<file path="src/rtl/core/g1alu_pkg.sv">
// ----------------------------------------------------------------------------
// g1alu_pkg
// Types, codes and helpers shared by the group-1 ALU, its datapath and its bench.
// ----------------------------------------------------------------------------
package g1alu_pkg;

  typedef enum logic [2:0] {
    OP_ADD = 3'd0,
    OP_OR  = 3'd1,
    OP_ADC = 3'd2,
    OP_SBB = 3'd3,
    OP_AND = 3'd4,
    OP_SUB = 3'd5,
    OP_XOR = 3'd6,
    OP_CMP = 3'd7
  } op_e;

  typedef enum logic [1:0] {
    SZ_BYTE  = 2'd0,
    SZ_WORD  = 2'd1,
    SZ_DWORD = 2'd2,
    SZ_QWORD = 2'd3
  } size_e;

  typedef enum logic [1:0] {
    IMM_1B = 2'd0,
    IMM_2B = 2'd1,
    IMM_4B = 2'd2,
    IMM_8B = 2'd3
  } imm_width_e;

  // Stored flag order: bit0 CF up to bit5 OF
  typedef struct packed {
    logic of;
    logic sf;
    logic zf;
    logic af;
    logic pf;
    logic cf;
  } flags_t;

  typedef struct packed {
    logic [63:0] value;
    logic        write_back;
    flags_t      flags;
  } result_t;

  function automatic logic [63:0] size_mask(input size_e sz);
    logic [63:0] m;
    case (sz)
      SZ_BYTE:  m = 64'h0000_0000_0000_00FF;
      SZ_WORD:  m = 64'h0000_0000_0000_FFFF;
      SZ_DWORD: m = 64'h0000_0000_FFFF_FFFF;
      default:  m = 64'hFFFF_FFFF_FFFF_FFFF;
    endcase
    return m;
  endfunction

  function automatic logic top_bit(input logic [63:0] v, input size_e sz);
    logic b;
    case (sz)
      SZ_BYTE:  b = v[7];
      SZ_WORD:  b = v[15];
      SZ_DWORD: b = v[31];
      default:  b = v[63];
    endcase
    return b;
  endfunction

  function automatic logic [63:0] sext_imm(input logic [63:0] raw, input imm_width_e w);
    logic [63:0] v;
    case (w)
      IMM_1B:  v = {{56{raw[7]}}, raw[7:0]};
      IMM_2B:  v = {{48{raw[15]}}, raw[15:0]};
      IMM_4B:  v = {{32{raw[31]}}, raw[31:0]};
      default: v = raw;
    endcase
    return v;
  endfunction

endpackage

</file>
<file path="src/rtl/core/g1alu_req_if.sv">
// ----------------------------------------------------------------------------
// g1alu_req_if
// Request channel: operation, sizes and operands, with valid/ready.
// ----------------------------------------------------------------------------
interface g1alu_req_if;
  logic        valid;
  logic        ready;
  logic [2:0]  operation;
  logic [1:0]  operand_size;
  logic [63:0] dest_value;
  logic [63:0] imm_raw;
  logic [1:0]  imm_width;

  modport source (
    output valid, operation, operand_size, dest_value, imm_raw, imm_width,
    input  ready
  );
  modport sink (
    input  valid, operation, operand_size, dest_value, imm_raw, imm_width,
    output ready
  );
endinterface

</file>
<file path="src/rtl/core/g1alu_rsp_if.sv">
// ----------------------------------------------------------------------------
// g1alu_rsp_if
// Result channel: masked result, write-back strobe and flags, valid/ready.
// ----------------------------------------------------------------------------
interface g1alu_rsp_if;
  logic        valid;
  logic        ready;
  logic [63:0] result_value;
  logic        write_back;
  logic        carry_flag;
  logic        parity_flag;
  logic        aux_flag;
  logic        zero_flag;
  logic        sign_flag;
  logic        overflow_flag;

  modport source (
    output valid, result_value, write_back, carry_flag, parity_flag, aux_flag,
           zero_flag, sign_flag, overflow_flag,
    input  ready
  );
  modport sink (
    input  valid, result_value, write_back, carry_flag, parity_flag, aux_flag,
           zero_flag, sign_flag, overflow_flag,
    output ready
  );
endinterface

</file>
<file path="src/rtl/core/g1alu_exec.sv">
// ----------------------------------------------------------------------------
// g1alu_exec
// Combinational datapath: operand masking, shared adder/subtractor,
// logic ops and flag generation for one request.
// ----------------------------------------------------------------------------
module g1alu_exec
  import g1alu_pkg::*;
(
  input  op_e         op_i,
  input  size_e       size_i,
  input  logic [63:0] dest_i,
  input  logic [63:0] imm_raw_i,
  input  imm_width_e  imm_width_i,
  input  flags_t      flags_i,
  output result_t     res_o
);

  logic [63:0] mask;
  logic [63:0] a;
  logic [63:0] b;
  logic [63:0] b_add;
  logic        is_arith;
  logic        is_sub;
  logic        use_cin;
  logic        add_cin;
  logic [63:0] sum;
  logic [63:0] r;
  flags_t      fl;

  assign mask = size_mask(size_i);
  assign a    = dest_i & mask;
  assign b    = sext_imm(imm_raw_i, imm_width_i) & mask;

  assign is_sub   = op_i inside {OP_SBB, OP_SUB, OP_CMP};
  assign is_arith = is_sub || (op_i == OP_ADD) || (op_i == OP_ADC);
  assign use_cin  = (op_i == OP_ADC) || (op_i == OP_SBB);

  // a - b - c is done as a + ~b + !c
  assign b_add   = is_sub ? ~b : b;
  assign add_cin = is_sub ? ~(use_cin & flags_i.cf) : (use_cin & flags_i.cf);
  assign sum     = a + b_add + {63'd0, add_cin};

  always_comb begin
    r = '0;
    case (op_i)
      OP_OR:   r = a | b;
      OP_AND:  r = a & b;
      OP_XOR:  r = a ^ b;
      default: r = sum & mask;
    endcase
  end

  always_comb begin
    fl    = '0;
    fl.pf = ~^r[7:0];
    fl.zf = (r == 64'd0);
    fl.sf = top_bit(r, size_i);
    if (!is_arith) begin
      fl.cf = 1'b0;
      fl.of = 1'b0;
      fl.af = flags_i.af;
    end else if (is_sub) begin
      fl.cf = top_bit((~a & b) | ((~a | b) & r), size_i);
      fl.of = top_bit((a ^ b) & (a ^ r), size_i);
      fl.af = a[4] ^ b[4] ^ r[4];
    end else begin
      fl.cf = top_bit((a & b) | ((a | b) & ~r), size_i);
      fl.of = top_bit((a ^ r) & (b ^ r), size_i);
      fl.af = a[4] ^ b[4] ^ r[4];
    end
  end

  assign res_o.value      = r;
  assign res_o.write_back = (op_i != OP_CMP);
  assign res_o.flags      = fl;

endmodule

</file>
<file path="src/rtl/core/x86_group1_alu_with_flags.sv">
// ----------------------------------------------------------------------------
// x86_group1_alu_with_flags
// Group-1 immediate ALU (ADD/OR/ADC/SBB/AND/SUB/XOR/CMP) with stored flags.
//
// One request is taken per cycle unless the request side stalls. Each request is
// registered in the first stage, evaluated in a single pass through the 64-bit
// adder and flag logic, and captured in the result register. The six arithmetic
// flags are updated as each request leaves the first stage, so ADC/SBB see the
// carry of the request before them with no extra delay.
// Results are masked to the operand size; CMP returns the difference with
// write_back low. The request side stalls only when both stages hold work
// and the result is not taken.
// ----------------------------------------------------------------------------
module x86_group1_alu_with_flags
  import g1alu_pkg::*;
(
  input  logic         clk_i,
  input  logic         rst_ni,
  g1alu_req_if.sink    req_i,
  g1alu_rsp_if.source  rsp_o
);

  logic        s1_vld_q;
  op_e         s1_op_q;
  size_e       s1_size_q;
  logic [63:0] s1_dest_q;
  logic [63:0] s1_imm_q;
  imm_width_e  s1_immw_q;

  logic        out_vld_q;
  result_t     out_q;
  flags_t      flags_q;

  result_t     res;
  logic        adv;
  logic        req_acc;

  assign adv     = s1_vld_q && (!out_vld_q || rsp_o.ready);
  assign req_acc = req_i.valid && req_i.ready;

  assign req_i.ready = !s1_vld_q || adv;

  g1alu_exec u_exec (
    .op_i        (s1_op_q),
    .size_i      (s1_size_q),
    .dest_i      (s1_dest_q),
    .imm_raw_i   (s1_imm_q),
    .imm_width_i (s1_immw_q),
    .flags_i     (flags_q),
    .res_o       (res)
  );

  always_ff @(posedge clk_i or negedge rst_ni) begin
    if (!rst_ni) begin
      s1_vld_q  <= 1'b0;
      out_vld_q <= 1'b0;
      flags_q   <= '0;
    end else begin
      if (req_i.ready) begin
        s1_vld_q <= req_i.valid;
      end
      if (adv) begin
        out_vld_q <= 1'b1;
        flags_q   <= res.flags;
      end else if (rsp_o.ready) begin
        out_vld_q <= 1'b0;
      end
    end
  end

  always_ff @(posedge clk_i) begin
    if (req_acc) begin
      s1_op_q   <= op_e'(req_i.operation);
      s1_size_q <= size_e'(req_i.operand_size);
      s1_dest_q <= req_i.dest_value;
      s1_imm_q  <= req_i.imm_raw;
      s1_immw_q <= imm_width_e'(req_i.imm_width);
    end
    if (adv) begin
      out_q <= res;
    end
  end

  assign rsp_o.valid         = out_vld_q;
  assign rsp_o.result_value  = out_q.value;
  assign rsp_o.write_back    = out_q.write_back;
  assign rsp_o.carry_flag    = out_q.flags.cf;
  assign rsp_o.parity_flag   = out_q.flags.pf;
  assign rsp_o.aux_flag      = out_q.flags.af;
  assign rsp_o.zero_flag     = out_q.flags.zf;
  assign rsp_o.sign_flag     = out_q.flags.sf;
  assign rsp_o.overflow_flag = out_q.flags.of;

`ifndef SYNTHESIS
  // stored flags always track the latest result issued
  a_flags_track: assert property (@(posedge clk_i) disable iff (!rst_ni)
    adv |=> (flags_q == out_q.flags))
    else $error("flag register out of step with result");

  // logic ops never set CF or OF
  a_logic_clears: assert property (@(posedge clk_i) disable iff (!rst_ni)
    (adv && (s1_op_q == OP_OR || s1_op_q == OP_AND || s1_op_q == OP_XOR))
      |=> (!rsp_o.carry_flag && !rsp_o.overflow_flag))
    else $error("logical op produced CF or OF");

  // a held first stage is never dropped
  a_s1_hold: assert property (@(posedge clk_i) disable iff (!rst_ni)
    (s1_vld_q && !adv) |=> s1_vld_q)
    else $error("stalled request lost");

  // CMP result never writes back
  a_cmp_nowb: assert property (@(posedge clk_i) disable iff (!rst_ni)
    (adv && s1_op_q == OP_CMP) |=> !rsp_o.write_back)
    else $error("compare flagged for write-back");
`endif

endmodule

</file>
<file path="src/flat_wrapper.sv">
// flat-port wrapper written by rule: the top's interface ports become plain ports
module x86_group1_alu_with_flags_flat import g1alu_pkg::*;
  (clk_i, rst_ni, req_i_valid, req_i_operation, req_i_operand_size, req_i_dest_value, req_i_imm_raw, req_i_imm_width, req_i_ready, rsp_o_valid, rsp_o_result_value, rsp_o_write_back, rsp_o_carry_flag, rsp_o_parity_flag, rsp_o_aux_flag, rsp_o_zero_flag, rsp_o_sign_flag, rsp_o_overflow_flag, rsp_o_ready);
  g1alu_req_if req_i_i ();
  g1alu_rsp_if rsp_o_i ();
  input  logic clk_i;
  input  logic rst_ni;
  input wire logic [$bits(req_i_i.valid)-1:0] req_i_valid;
  input wire logic [$bits(req_i_i.operation)-1:0] req_i_operation;
  input wire logic [$bits(req_i_i.operand_size)-1:0] req_i_operand_size;
  input wire logic [$bits(req_i_i.dest_value)-1:0] req_i_dest_value;
  input wire logic [$bits(req_i_i.imm_raw)-1:0] req_i_imm_raw;
  input wire logic [$bits(req_i_i.imm_width)-1:0] req_i_imm_width;
  output wire logic [$bits(req_i_i.ready)-1:0] req_i_ready;
  output wire logic [$bits(rsp_o_i.valid)-1:0] rsp_o_valid;
  output wire logic [$bits(rsp_o_i.result_value)-1:0] rsp_o_result_value;
  output wire logic [$bits(rsp_o_i.write_back)-1:0] rsp_o_write_back;
  output wire logic [$bits(rsp_o_i.carry_flag)-1:0] rsp_o_carry_flag;
  output wire logic [$bits(rsp_o_i.parity_flag)-1:0] rsp_o_parity_flag;
  output wire logic [$bits(rsp_o_i.aux_flag)-1:0] rsp_o_aux_flag;
  output wire logic [$bits(rsp_o_i.zero_flag)-1:0] rsp_o_zero_flag;
  output wire logic [$bits(rsp_o_i.sign_flag)-1:0] rsp_o_sign_flag;
  output wire logic [$bits(rsp_o_i.overflow_flag)-1:0] rsp_o_overflow_flag;
  input wire logic [$bits(rsp_o_i.ready)-1:0] rsp_o_ready;
  assign req_i_i.valid = req_i_valid;
  assign req_i_i.operation = req_i_operation;
  assign req_i_i.operand_size = req_i_operand_size;
  assign req_i_i.dest_value = req_i_dest_value;
  assign req_i_i.imm_raw = req_i_imm_raw;
  assign req_i_i.imm_width = req_i_imm_width;
  assign req_i_ready = req_i_i.ready;
  assign rsp_o_valid = rsp_o_i.valid;
  assign rsp_o_result_value = rsp_o_i.result_value;
  assign rsp_o_write_back = rsp_o_i.write_back;
  assign rsp_o_carry_flag = rsp_o_i.carry_flag;
  assign rsp_o_parity_flag = rsp_o_i.parity_flag;
  assign rsp_o_aux_flag = rsp_o_i.aux_flag;
  assign rsp_o_zero_flag = rsp_o_i.zero_flag;
  assign rsp_o_sign_flag = rsp_o_i.sign_flag;
  assign rsp_o_overflow_flag = rsp_o_i.overflow_flag;
  assign rsp_o_i.ready = rsp_o_ready;
  x86_group1_alu_with_flags u_core (.clk_i(clk_i), .rst_ni(rst_ni), .req_i(req_i_i), .rsp_o(rsp_o_i));
endmodule
</file>
<file path="config.mk">
export PLATFORM = sky130hd
export DESIGN_NAME = x86_group1_alu_with_flags_flat
export DESIGN_NICKNAME = d
export VERILOG_FILES = /design/src/rtl/core/g1alu_pkg.sv /design/src/rtl/core/g1alu_req_if.sv /design/src/rtl/core/g1alu_rsp_if.sv /design/src/rtl/core/g1alu_exec.sv /design/src/rtl/core/x86_group1_alu_with_flags.sv /design/src/flat_wrapper.sv
export SDC_FILE = /design/constraint.sdc
export NUM_CORES = 1
export LEC_CHECK = 0
export BUFFER_PORTS_ARGS = -buffer_cell sky130_fd_sc_hd__buf_2
export CORE_ASPECT_RATIO = 0.6
export CORE_UTILIZATION = 45
export CTS_BUF_LIST = sky130_fd_sc_hd__clkbuf_8
export DETAILED_ROUTE_END_ITERATION = 6
export PLACE_DENSITY = 0.69
export SYNTH_ARGS = -nofsm -noshare
export SYNTH_HDL_FRONTEND = slang
export SYNTH_SLANG_ARGS = --single-unit
export TNS_END_PERCENT = 5
</file>
<file path="constraint.sdc">
create_clock -name clk_i -period 6.35 [get_ports clk_i]
set_clock_uncertainty 0.1 [all_clocks]
set_input_delay 0.635 -clock clk_i [delete_from_list [all_inputs] [get_ports clk_i]]
set_output_delay 0.635 -clock clk_i [all_outputs]
set_load 0.01 [all_outputs]
</file>
==> metrics.cfg, run 1 <==
[yosys]
synth_edf_count = 206
yosysMostFrequentCell = edfxtp_1
synth_top_area_share_pct = 36.64
synth_warnings = 0
ys_ff_latch = 210
synth_seq_area_share_pct = 37.23
synth_common_cells = 206 x edfxtp_1, 202 x ha_1, 159 x inv_1
netlist_area_um2 = 16880
async_flop_share_pct = 1.905
synth_nets = 2102
netlist-cell-type-count = 82
ys.flop_type = edfxtp_1
synth_top_area_cell = edfxtp_1
synthTopCellsByArea = edfxtp_1 37%, ha_1 15%, xnor2_1 5.1%, o21ai_0 4.2%, inv_1 3.5%
syn_inst = 1759
avgSynthCellArea_um2 = 9.598

[clock_tree]
cts-buffers-inserted = 35
clkTransAtPathRegs_ns = 0.07
cts_setup_buffers = 0
cts_tree = built
htree_levels = 2
cts_sinks = 210
cts.path.max_buffers = 3
clk_latency_ns = 0.59
clockRootBuffer = clkbuf_8

[layout]
syn_to_final_growth_pct = 13.58
diodes = 0
fillerInstances = 3401
final_nets = 2291
utilization_pct = 52.37
drive_above_1_share_pct = 17.74

[power]
p_per_area_nw_per_um2 = 237.1
max-vdd-ir-drop_mv = 0.1440
p_leak_nw = 8.404

[critical_path]
crit-reg2reg-launch = u_core.s1_op_q[0]$_DFFE_PP_
endpoint_kind = flop
cp_cell_sequence = buf_4 -> o21a_2 -> buf_16 -> xnor2_1 -> ha_1 -> o211ai_1 -> o21ai_1 -> buf_4 -> a21o_1 -> a2111o_1 -> nand2_1 -> ha_1 -> and4_1 -> o221ai_2 -> or4_1 -> nor4_4 -> nand4b_1 -> nor4_1 -> nand4_1 -> nor4_2
ff2ff_setup_slack_ns = 0.29
worst_path_max_delay_cell = or4_1
path_class = flop to flop
critical-path-top-delay-family = simple AND/OR/NAND/NOR gates
slowest_delay_ns = 0.52
crit_path_max_fanout = 57
reg2regPathDepth = 20
worst_setup_path_start_kind = flop
critPathBufInv = 3
required_ns = 6.64
crit_arrival_ns = 6.35
reg2reg_to = u_core.rsp_o.zero_flag$_DFFE_PP_

[floorplanning]
core-area_um2 = 36620
fp.dieH_um = 152.0
die_x_um = 252.1
rows = 54
initial_core_util_pct = 46.10
io_pins = 212
dieArea_um2 = 38320

[sta]
worstMarginPinSlew_ns = 1.081
setup_violations = 0
setup_tns_ns = 0
drv_slew = 0
period_share_pct = 95.37
maxSlewHeadroom_pct = 27.61
max_freq_ghz = 0.1651
hold_viol_final = 0
holdWs_ns = 0.1377
final.min_clock_period_ns = 6.056
rsz0062_at_grt = false

[drt]
drc_errors = 0
vias = 14580
viasPerCell = 5.885
drt_iter0_drc = 1476
wl_um = 55600
final_antenna_net_count = 0
routedWlPerCell_um = 22.45
drt_first_pass_iters = 7

[global_routing]
grt_usage_pct = 28.50
grt_max_degree = 74
grt_pass1_vias = 13780
overflow = 0
grt_pass1_wl_um = 83400
grtUsageMet3_pct = 7.795
grtUsageMet1_pct = 45.19
busiest_layer = met1
antenna_found_initial = 0
use_met2_pct = 37.47

[worst_hold_path]
hold_end = u_core.s1_dest_q[54]$_DFFE_PP_
hold_start = req_i_dest_value[54]
hold_depth = 1
hp-class = input port to flop

[job]
max_cap_viol_count = 0

[placed_design]
hpwl_um = 43420
port_buffers = 211
place_congestion = 1.022

[run_status]
status = finished clean

-- logic make-up (layout without fill, tap and decap cells) --
family | Yosys count | after routing | synth area share [%]
AOI/OAI and AO/OA | 476 | 476 | 18.13
xor gates and xnor gates | 115 | 115 | 5.966
adders and majority gates | 204 | 204 | 15.21
buffers and inverters | 256 | 470 | 6.084
DFF | 210 | 210 | 37.23
muxes | 73 | 73 | 4.513
and+or+nand+nor | 425 | 425 | 12.86
-- layout make-up --
cell class | instances | area (µm²) | area share (%)
Inverter | 160 | 600.6 | 3.132
Clock buffer | 39 | 536.8 | 2.799
Timing Repair Buffer | 248 | 1356 | 7.072
Clock inverter | 23 | 148.9 | 0.7764
Tap cell | 504 | 630.6 | 3.288
Multi-Input combinational cell | 1293 | 9618 | 50.15
Sequential cell | 210 | 6286 | 32.78
-- worst register-to-register path, stage by stage (launching register included) --
cell and delay (ns):
edfxtp_1 0.49, buf_4 0.26, o21a_2 0.24, buf_16 0.29
xnor2_1 0.14, ha_1 0.39, o211ai_1 0.24, o21ai_1 0.11
buf_4 0.17, a21o_1 0.19, a2111o_1 0.38, nand2_1 0.24
ha_1 0.20, and4_1 0.40, o221ai_2 0.24, or4_1 0.52
nor4_4 0.27, nand4b_1 0.23, nor4_1 0.33, nand4_1 0.20
nor4_2 0.25
-- sequential cells by signal, indices dropped and copies added, names as in the netlist --
name                        cells
u_core.rsp_o.parity_flag        1
u_core.s1_imm_q                64
u_core.rsp_o.aux_flag           1
u_core.rsp_o.sign_flag          1
u_core.rsp_o.overflow_flag      1
u_core.s1_dest_q               64
u_core.rsp_o.zero_flag          1
u_core.s1_vld_q                 1
u_core.flags_q                  2
u_core.rsp_o.carry_flag         1
u_core.rsp_o.write_back         1
u_core.s1_immw_q                2
u_core.s1_size_q                2
u_core.rsp_o.valid              1
u_core.rsp_o.result_value      64
u_core.s1_op_q                  3
-- worst max path at each step --
stage                                     start                          endpoint  slack [ns]  cells after the start
floorplan           u_core.s1_op_q[1]$_DFFE_PP_  u_core.rsp_o.zero_flag$_DFFE_PP_        0.09                     22
global placement    u_core.s1_op_q[1]$_DFFE_PP_  u_core.rsp_o.zero_flag$_DFFE_PP_       -0.04                     19
detailed placement  u_core.s1_op_q[1]$_DFFE_PP_  u_core.rsp_o.zero_flag$_DFFE_PP_       -0.09                     19
CTS                 u_core.s1_op_q[0]$_DFFE_PP_  u_core.rsp_o.zero_flag$_DFFE_PP_        0.05                     20
global route        u_core.s1_op_q[0]$_DFFE_PP_  u_core.rsp_o.zero_flag$_DFFE_PP_        0.08                     20
finish              u_core.s1_op_q[0]$_DFFE_PP_  u_core.rsp_o.zero_flag$_DFFE_PP_        0.29                     20
-- per-stage QoR --
stage / instance area (µm²) / setup slack, ns / cells / total power [mW]
detailed placement: 18450 / -0.09372 / 2414 / 3.303
floorplan: 16880 / 0.09109 / 1759 / 2.794
global route: 19180 / 0.07693 / 2477 / 4.780
global placement: 18450 / -0.03836 / 2414 / 3.281
finish: 19180 / 0.2938 / 2477 / 4.548
CTS: 19150 / 0.05419 / 2477 / 4.548
-- report_power, final --
part | total [mW] | internal (mW) | switching (mW)
logic | 1.57 | 0.567 | 1.01
clock network | 1.23 | 0.615 | 0.612
registers | 1.75 | 1.69 | 0.0541
-- layout by cell type, fill, tap and decap left out, types with 18 or more instances in the layout --
cell and instances:
a211oi_1 18, a21o_1 21, a21oi_1 103, and2_1 43, and3_1 36, buf_2 211
buf_4 35, clkbuf_8 39, edfxtp_1 206, ha_1 202, inv_1 162, mux2i_1 57
nand2_1 126, nand3_1 20, nand4_1 36, nor2_1 70, nor3_1 23, o21ai_0 139
o22a_1 22, o22ai_1 23, xnor2_1 99
-- routing by layer --
layer	share of wire, %	routed length (µm)
met4	2.1	1175
met3	9.7	5387
met2	38	21120
met5	0	0
met1	50	27920
-- what timing repair did --
action,4_1_cts,5_1_grt
endpoints found under the hold margin,4,0
setup endpoints to repair,1,1
gates resized for setup,1,5
hold buffers,1,0
Note: power is estimated with default switching activity, not from simulation.
==> run 2: changes to the inputs <==
- CAP_MARGIN: default -> 10
- RECOVER_POWER: default -> 25
==> metrics.cfg, run 2 (synthesis results as in run 1) <==
[drt]
routedWlPerCell_um = 22.46  ; about the same
final_antenna_net_count = 0  ; unchanged
viasPerCell = 5.887  ; about the same
drt_first_pass_iters = 6  ; -1
vias = 14580  ; +0.041%
wl_um = 55630  ; about the same
drt_iter0_drc = 1476  ; unchanged
drc_errors = 0  ; unchanged

[floorplanning]
core-area_um2 = 36620  ; unchanged
fp.dieH_um = 152.0  ; unchanged
rows = 54  ; unchanged
io_pins = 212  ; unchanged
dieArea_um2 = 38320  ; unchanged
die_x_um = 252.1  ; unchanged
initial_core_util_pct = 46.10  ; unchanged

[critical_path]
worst_path_max_delay_cell = or4_1
required_ns = 6.64  ; about the same
endpoint_kind = flop
crit_arrival_ns = 6.35  ; about the same
critPathBufInv = 3  ; unchanged
critical-path-top-delay-family = simple AND/OR/NAND/NOR gates
slowest_delay_ns = 0.52  ; about the same
crit_path_max_fanout = 57  ; unchanged
worst_setup_path_start_kind = flop
cp_cell_sequence = buf_4 -> o21a_2 -> buf_16 -> xnor2_1 -> ha_1 -> o211ai_1 -> o21ai_1 -> buf_4 -> a21o_1 -> a2111o_1 -> nand2_1 -> ha_1 -> and4_1 -> o221ai_2 -> or4_1 -> nor4_4 -> nand4b_1 -> nor4_1 -> nand4_1 -> nor4_2
path_class = flop to flop

[layout]
diodes = 0  ; unchanged
layout_commonest_cell = buf_2
layout_common_cells = 210 x buf_2, 206 x edfxtp_1, 202 x ha_1
stdcell_count = 2477  ; unchanged
fillerInstances = 3402  ; +0.029%
drive_above_1_share_pct = 17.69  ; -0.051 points
final_nets = 2291  ; unchanged
syn_to_final_growth_pct = 13.58  ; about the same
final_cell_area_um2 = 19180  ; about the same

[sta]
hold_viol_final = 0  ; unchanged
rsz0062_at_grt = false
maxSlewHeadroom_pct = 27.63  ; about the same
period_share_pct = 95.43  ; about the same
final.min_clock_period_ns = 6.060  ; +0.003455 ns
worstMarginPinSlew_ns = 1.081  ; -0.0003486 ns
max_freq_ghz = 0.1650  ; about the same
drv_slew = 0  ; unchanged
setup_ws_ns = 0.2904  ; -0.003455 ns
setup_violations = 0  ; unchanged

[power]
p_int_mw = 2.874  ; about the same
p_per_area_nw_per_um2 = 237.2  ; about the same
switching_share_pct = 36.81  ; about the same
max-vdd-ir-drop_mv = 0.1440  ; about the same
p_total_mw = 4.548  ; about the same
p_leak_nw = 8.401  ; about the same
p_sw_mw = 1.674  ; about the same
clkPwrFrac_pct = 27.0  ; about the same
pwr-share-comb_pct = 34.6  ; about the same
seq_power_share_pct = 38.4  ; about the same

[global_routing]
grt_usage_pct = 28.50  ; unchanged
use_met2_pct = 37.47  ; unchanged
grtUsageMet1_pct = 45.19  ; unchanged
grtUsageMet3_pct = 7.795  ; unchanged
grt_pass1_vias = 13780  ; unchanged
busiest_layer = met1
grt_pass1_wl_um = 83400  ; unchanged
grt_max_degree = 74  ; unchanged
antenna_found_initial = 0  ; unchanged
overflow = 0  ; unchanged

[placed_design]
place_congestion = 1.022  ; unchanged
placedCellCount = 2414  ; unchanged
port_buffers = 211  ; unchanged
dp_slack_ns = -0.09372  ; unchanged
place_area_um2 = 18450  ; unchanged
hpwl_um = 43420  ; unchanged

[clock_tree]
clockRootBuffer = clkbuf_8
cts-buffers-inserted = 35  ; unchanged
cts.path.max_buffers = 3  ; unchanged
cts_sinks = 210  ; unchanged
cts_tree = built
clkTransAtPathRegs_ns = 0.07  ; about the same
htree_levels = 2  ; unchanged
cts_setup_buffers = 0  ; unchanged
clk_latency_ns = 0.59  ; about the same

[job]
max_cap_viol_count = 0  ; unchanged

[run_status]
status = finished clean

[worst_hold_path]
hp-class = input port to flop

==> run 2: cell types whose count changed in the layout (fill, tap and decap cells not counted), sizes merged <==
cell / previous run / this run
buf: 247 / 246
clkbuf: 39 / 40
==> run 2: cell type report <==
type | instances | area, µm² | share of cell area, %
clock buffers | 39 | 536.8 | 2.799
flip-flops and latches | 210 | 6286 | 32.78
multi-input cells | 1293 | 9618 | 50.16
repair buffers | 248 | 1355 | 7.066
inverters | 160 | 600.6 | 3.132
well taps | 504 | 630.6 | 3.289
clock inverters | 23 | 148.9 | 0.7765
==> run 2: path summary, 6_finish.rpt <==
check,start,end,slack [ns],depth (start not counted)
worst max-delay path,u_core.s1_op_q[0]$_DFFE_PP_,u_core.rsp_o.zero_flag$_DFFE_PP_,0.29,20
worst min-delay path,req_i_dest_value[54],u_core.s1_dest_q[54]$_DFFE_PP_,0.14,1
worst max register to register,u_core.s1_op_q[0]$_DFFE_PP_,u_core.rsp_o.zero_flag$_DFFE_PP_,0.29,20
worst min register to register,u_core.s1_vld_q$_DFFE_PN0N_,u_core.rsp_o.valid$_DFFE_PN0P_,0.40,1
max in group asynchronous,rst_ni,u_core.flags_q[0]$_DFFE_PN0P_,5.71,2
min in group asynchronous,rst_ni,u_core.flags_q[2]$_DFFE_PN0P_,0.30,2
==> run 2: routing by layer <==
metal	vias to the layer above	share of wire (%)
met3	85	9.9
met4	0	2.1
met1	7035	50
met5	-	0
li1	6806	-
met2	656	38
==> run 2: power by group through the flow <==
stage | Combinational (mW) | Clock, mW | Sequential [mW]
3_5_place_dp | 1.53 | 0 | 1.77
4_1_cts | 1.54 | 1.26 | 1.75
5_1_grt | 1.71 | 1.32 | 1.76
3_3_place_gp | 1.51 | 0 | 1.77
2_1_floorplan | 1.00 | 0 | 1.79
6_report | 1.57 | 1.23 | 1.75
==> run 2: through the flow <==
stage / hold WS (ns) / utilization, % / setup TNS, ns
global placement: 0.3473 / 50.38 / -0.03836
CTS: 0.1067 / 52.29 / 0
floorplan: 0.2394 / - / 0
finish: 0.1379 / 52.36 / 0
global route: 0.1122 / 52.36 / 0
detailed placement: 0.3490 / 50.38 / -0.09372
==> run 2: what timing repair did <==
item	in CTS	in global routing
hold buffers	1	0
resized for setup	1	5
hold endpoints to repair	4	0
gates cloned	0	0
setup endpoints to repair	1	1
==> run 3: changes to the inputs <==
- CAP_MARGIN: 10 -> default
- SETUP_SLACK_MARGIN: default -> 0.3
==> metrics.cfg, run 3 (synthesis results as in run 1) <==
[sta]
worstMarginPinSlew_ns = 1.135  ; +0.05462 ns
max_freq_ghz = 0.1733  ; +5.0%
final.min_clock_period_ns = 5.770  ; -0.2898 ns
holdWs_ns = 0.1301  ; -0.007791 ns
setup_tns_ns = 0  ; unchanged
setup_ws_ns = 0.5802  ; +0.2898 ns
setup_violations = 0  ; unchanged
rsz0062_at_grt = false
period_share_pct = 90.86  ; -4.6 points
hold_viol_final = 0  ; unchanged
drv_slew = 0  ; unchanged
maxSlewHeadroom_pct = 23.52  ; -4.1 points

[power]
p_int_mw = 2.932  ; +2.0%
p_leak_nw = 8.471  ; +0.83%
switching_share_pct = 36.19  ; -0.62 points
max-vdd-ir-drop_mv = 0.1597  ; +11%
p_per_area_nw_per_um2 = 238.3  ; +0.49%
seq_power_share_pct = 37.9  ; -0.5 points
pwr-share-comb_pct = 34.6  ; about the same
p_total_mw = 4.594  ; +1.0%
clkPwrFrac_pct = 27.5  ; +0.5 points
p_sw_mw = 1.663  ; -0.67%

[drt]
viasPerCell = 5.858  ; -0.49%
drc_errors = 0  ; unchanged
drt_iter0_drc = 1626  ; +10%
wl_um = 55170  ; -0.82%
final_antenna_net_count = 0  ; unchanged
vias = 14550  ; -0.21%
drt_first_pass_iters = 5  ; -1
routedWlPerCell_um = 22.21  ; -1.1%

[floorplanning]
fp.dieH_um = 152.0  ; unchanged
rows = 54  ; unchanged
io_pins = 212  ; unchanged
dieArea_um2 = 38320  ; unchanged
initial_core_util_pct = 46.10  ; unchanged
core-area_um2 = 36620  ; unchanged
die_x_um = 252.1  ; unchanged

[layout]
layout_commonest_cell = buf_2
final_nets = 2297  ; +0.26%
syn_to_final_growth_pct = 14.17
layout_common_cells = 210 x buf_2, 206 x edfxtp_1, 202 x ha_1
fillerInstances = 3397  ; -0.15%
drive_above_1_share_pct = 17.99  ; +0.30 points

[global_routing]
grt_max_degree = 76  ; +2.7%
grt_pass1_vias = 13890  ; +0.78%
antenna_found_initial = 2  ; +2
overflow = 0  ; unchanged
grt_usage_pct = 28.34  ; -0.17 points
grt_pass1_wl_um = 83230  ; -0.21%

[critical_path]
critPathBufInv = 2  ; -1
endpoint_kind = flop
reg2regPathDepth = 17  ; -15%
required_ns = 6.64  ; about the same
slowest_delay_ns = 0.62  ; +0.10 ns
critical-path-top-delay-family = compound AO/OA/AOI/OAI gates
ff2ff_setup_slack_ns = 0.58  ; +0.29 ns
worst_setup_path_start_kind = flop
cp_cell_sequence = inv_1 -> or3_4 -> a21oi_1 -> xnor2_1 -> ha_1 -> nand2_1 -> o211ai_1 -> nor2b_1 -> a21oi_1 -> o31ai_1 -> xnor2_1 -> o21ai_0 -> a211o_1 -> nor4_1 -> buf_4 -> nand4_1 -> nor4_2
crit_path_max_fanout = 8  ; -86%
crit-reg2reg-launch = u_core.s1_imm_q[7]$_DFFE_PP_
crit_arrival_ns = 6.06  ; -0.29 ns
reg2reg_to = u_core.rsp_o.zero_flag$_DFFE_PP_
worst_path_max_delay_cell = o31ai_1
path_class = flop to flop

[job]
max_cap_viol_count = 0  ; unchanged

[worst_hold_path]
hold_start = req_i_imm_raw[50]
hold_depth = 1  ; unchanged
hp-class = input port to flop
hold_end = u_core.s1_imm_q[50]$_DFFE_PP_

[clock_tree]
clk_latency_ns = 0.57  ; -0.02 ns
cts-buffers-inserted = 35  ; unchanged
cts.path.max_buffers = 3  ; unchanged
clockRootBuffer = clkbuf_8
cts_sinks = 210  ; unchanged
clkTransAtPathRegs_ns = 0.07  ; about the same
htree_levels = 2  ; unchanged
cts_tree = built

[placed_design]
place_congestion = 1.025  ; +0.29%
hpwl_um = 42630  ; -1.8%
dp_slack_ns = 0.1832  ; +0.2769 ns
port_buffers = 211  ; unchanged

[run_status]
status = finished clean

==> run 3: cell types whose count changed in the layout (fill, tap and decap cells not counted), sizes merged <==
cell	before	now
clkinv	13	11
clkinvlp	4	2
bufinv	1	3
clkbuf	40	38
inv	165	169
diode	0	1
buf	246	252
==> run 3: worst max path at each step <==
| stage | from | to | slack [ns] | cells after the start |
|---|---|---|---|---|
| 3_5_place_dp | u_core.s1_op_q[0]$_DFFE_PP_ | u_core.rsp_o.zero_flag$_DFFE_PP_ | 0.18 | 21 |
| 2_1_floorplan | u_core.s1_op_q[1]$_DFFE_PP_ | u_core.rsp_o.zero_flag$_DFFE_PP_ | 0.32 | 22 |
| 5_1_grt | u_core.s1_op_q[0]$_DFFE_PP_ | u_core.rsp_o.zero_flag$_DFFE_PP_ | 0.33 | 21 |
| 6_report | u_core.s1_imm_q[7]$_DFFE_PP_ | u_core.rsp_o.zero_flag$_DFFE_PP_ | 0.58 | 17 |
| 3_3_place_gp | u_core.s1_op_q[0]$_DFFE_PP_ | u_core.rsp_o.zero_flag$_DFFE_PP_ | 0.27 | 20 |
| 4_1_cts | u_core.s1_op_q[0]$_DFFE_PP_ | u_core.rsp_o.zero_flag$_DFFE_PP_ | 0.38 | 21 |
==> run 3: final cells by class <==
cell class	instances	area, µm²	area share [%]
Multi-Input combinational cell	1293	9647	50.05
Tap cell	504	630.6	3.271
Clock inverter	25	195.2	1.013
Clock buffer	37	509.2	2.642
Inverter	160	600.6	3.116
Sequential cell	210	6286	32.61
Antenna cell	1	2.502	0.01298
Timing Repair Buffer	254	1405	7.289
==> run 3: stage by stage <==
stage                     instance area, µm²  utilization [%]  cells
after CTS                              19200            52.43   2479
after global routing                   19270            52.63   2483
after detailed placement               18480            50.45   2416
final                                  19280            52.64   2484
after floorplan                        16890                -   1759
after global placement                 18480            50.45   2416
==> run 3: timing repair <==
item,CTS,global route
hold buffers,1,0
endpoints found under the hold margin,4,0
setup endpoints to repair,1,4
buffers inserted,0,4
gates resized for setup,2,9
cloned,0,0
pin swaps,0,2
==> run 3: power by group through the flow <==
| stage | Sequential [mW] | Combinational, mW | Clock [mW] |
|---|---|---|---|
| after floorplan | 1.79 | 1.00 | 0 |
| after global placement | 1.77 | 1.51 | 0 |
| after detailed placement | 1.77 | 1.53 | 0 |
| after CTS | 1.74 | 1.54 | 1.29 |
| after global routing | 1.75 | 1.72 | 1.35 |
| final | 1.74 | 1.59 | 1.27 |
==> run 3: per-layer routing <==
layer  GRT usage (%)  routed length (µm)
met1           44.24               27260
met3           7.641                5520
met5               0                   0
met4           5.743                1041
met2           38.42               21350
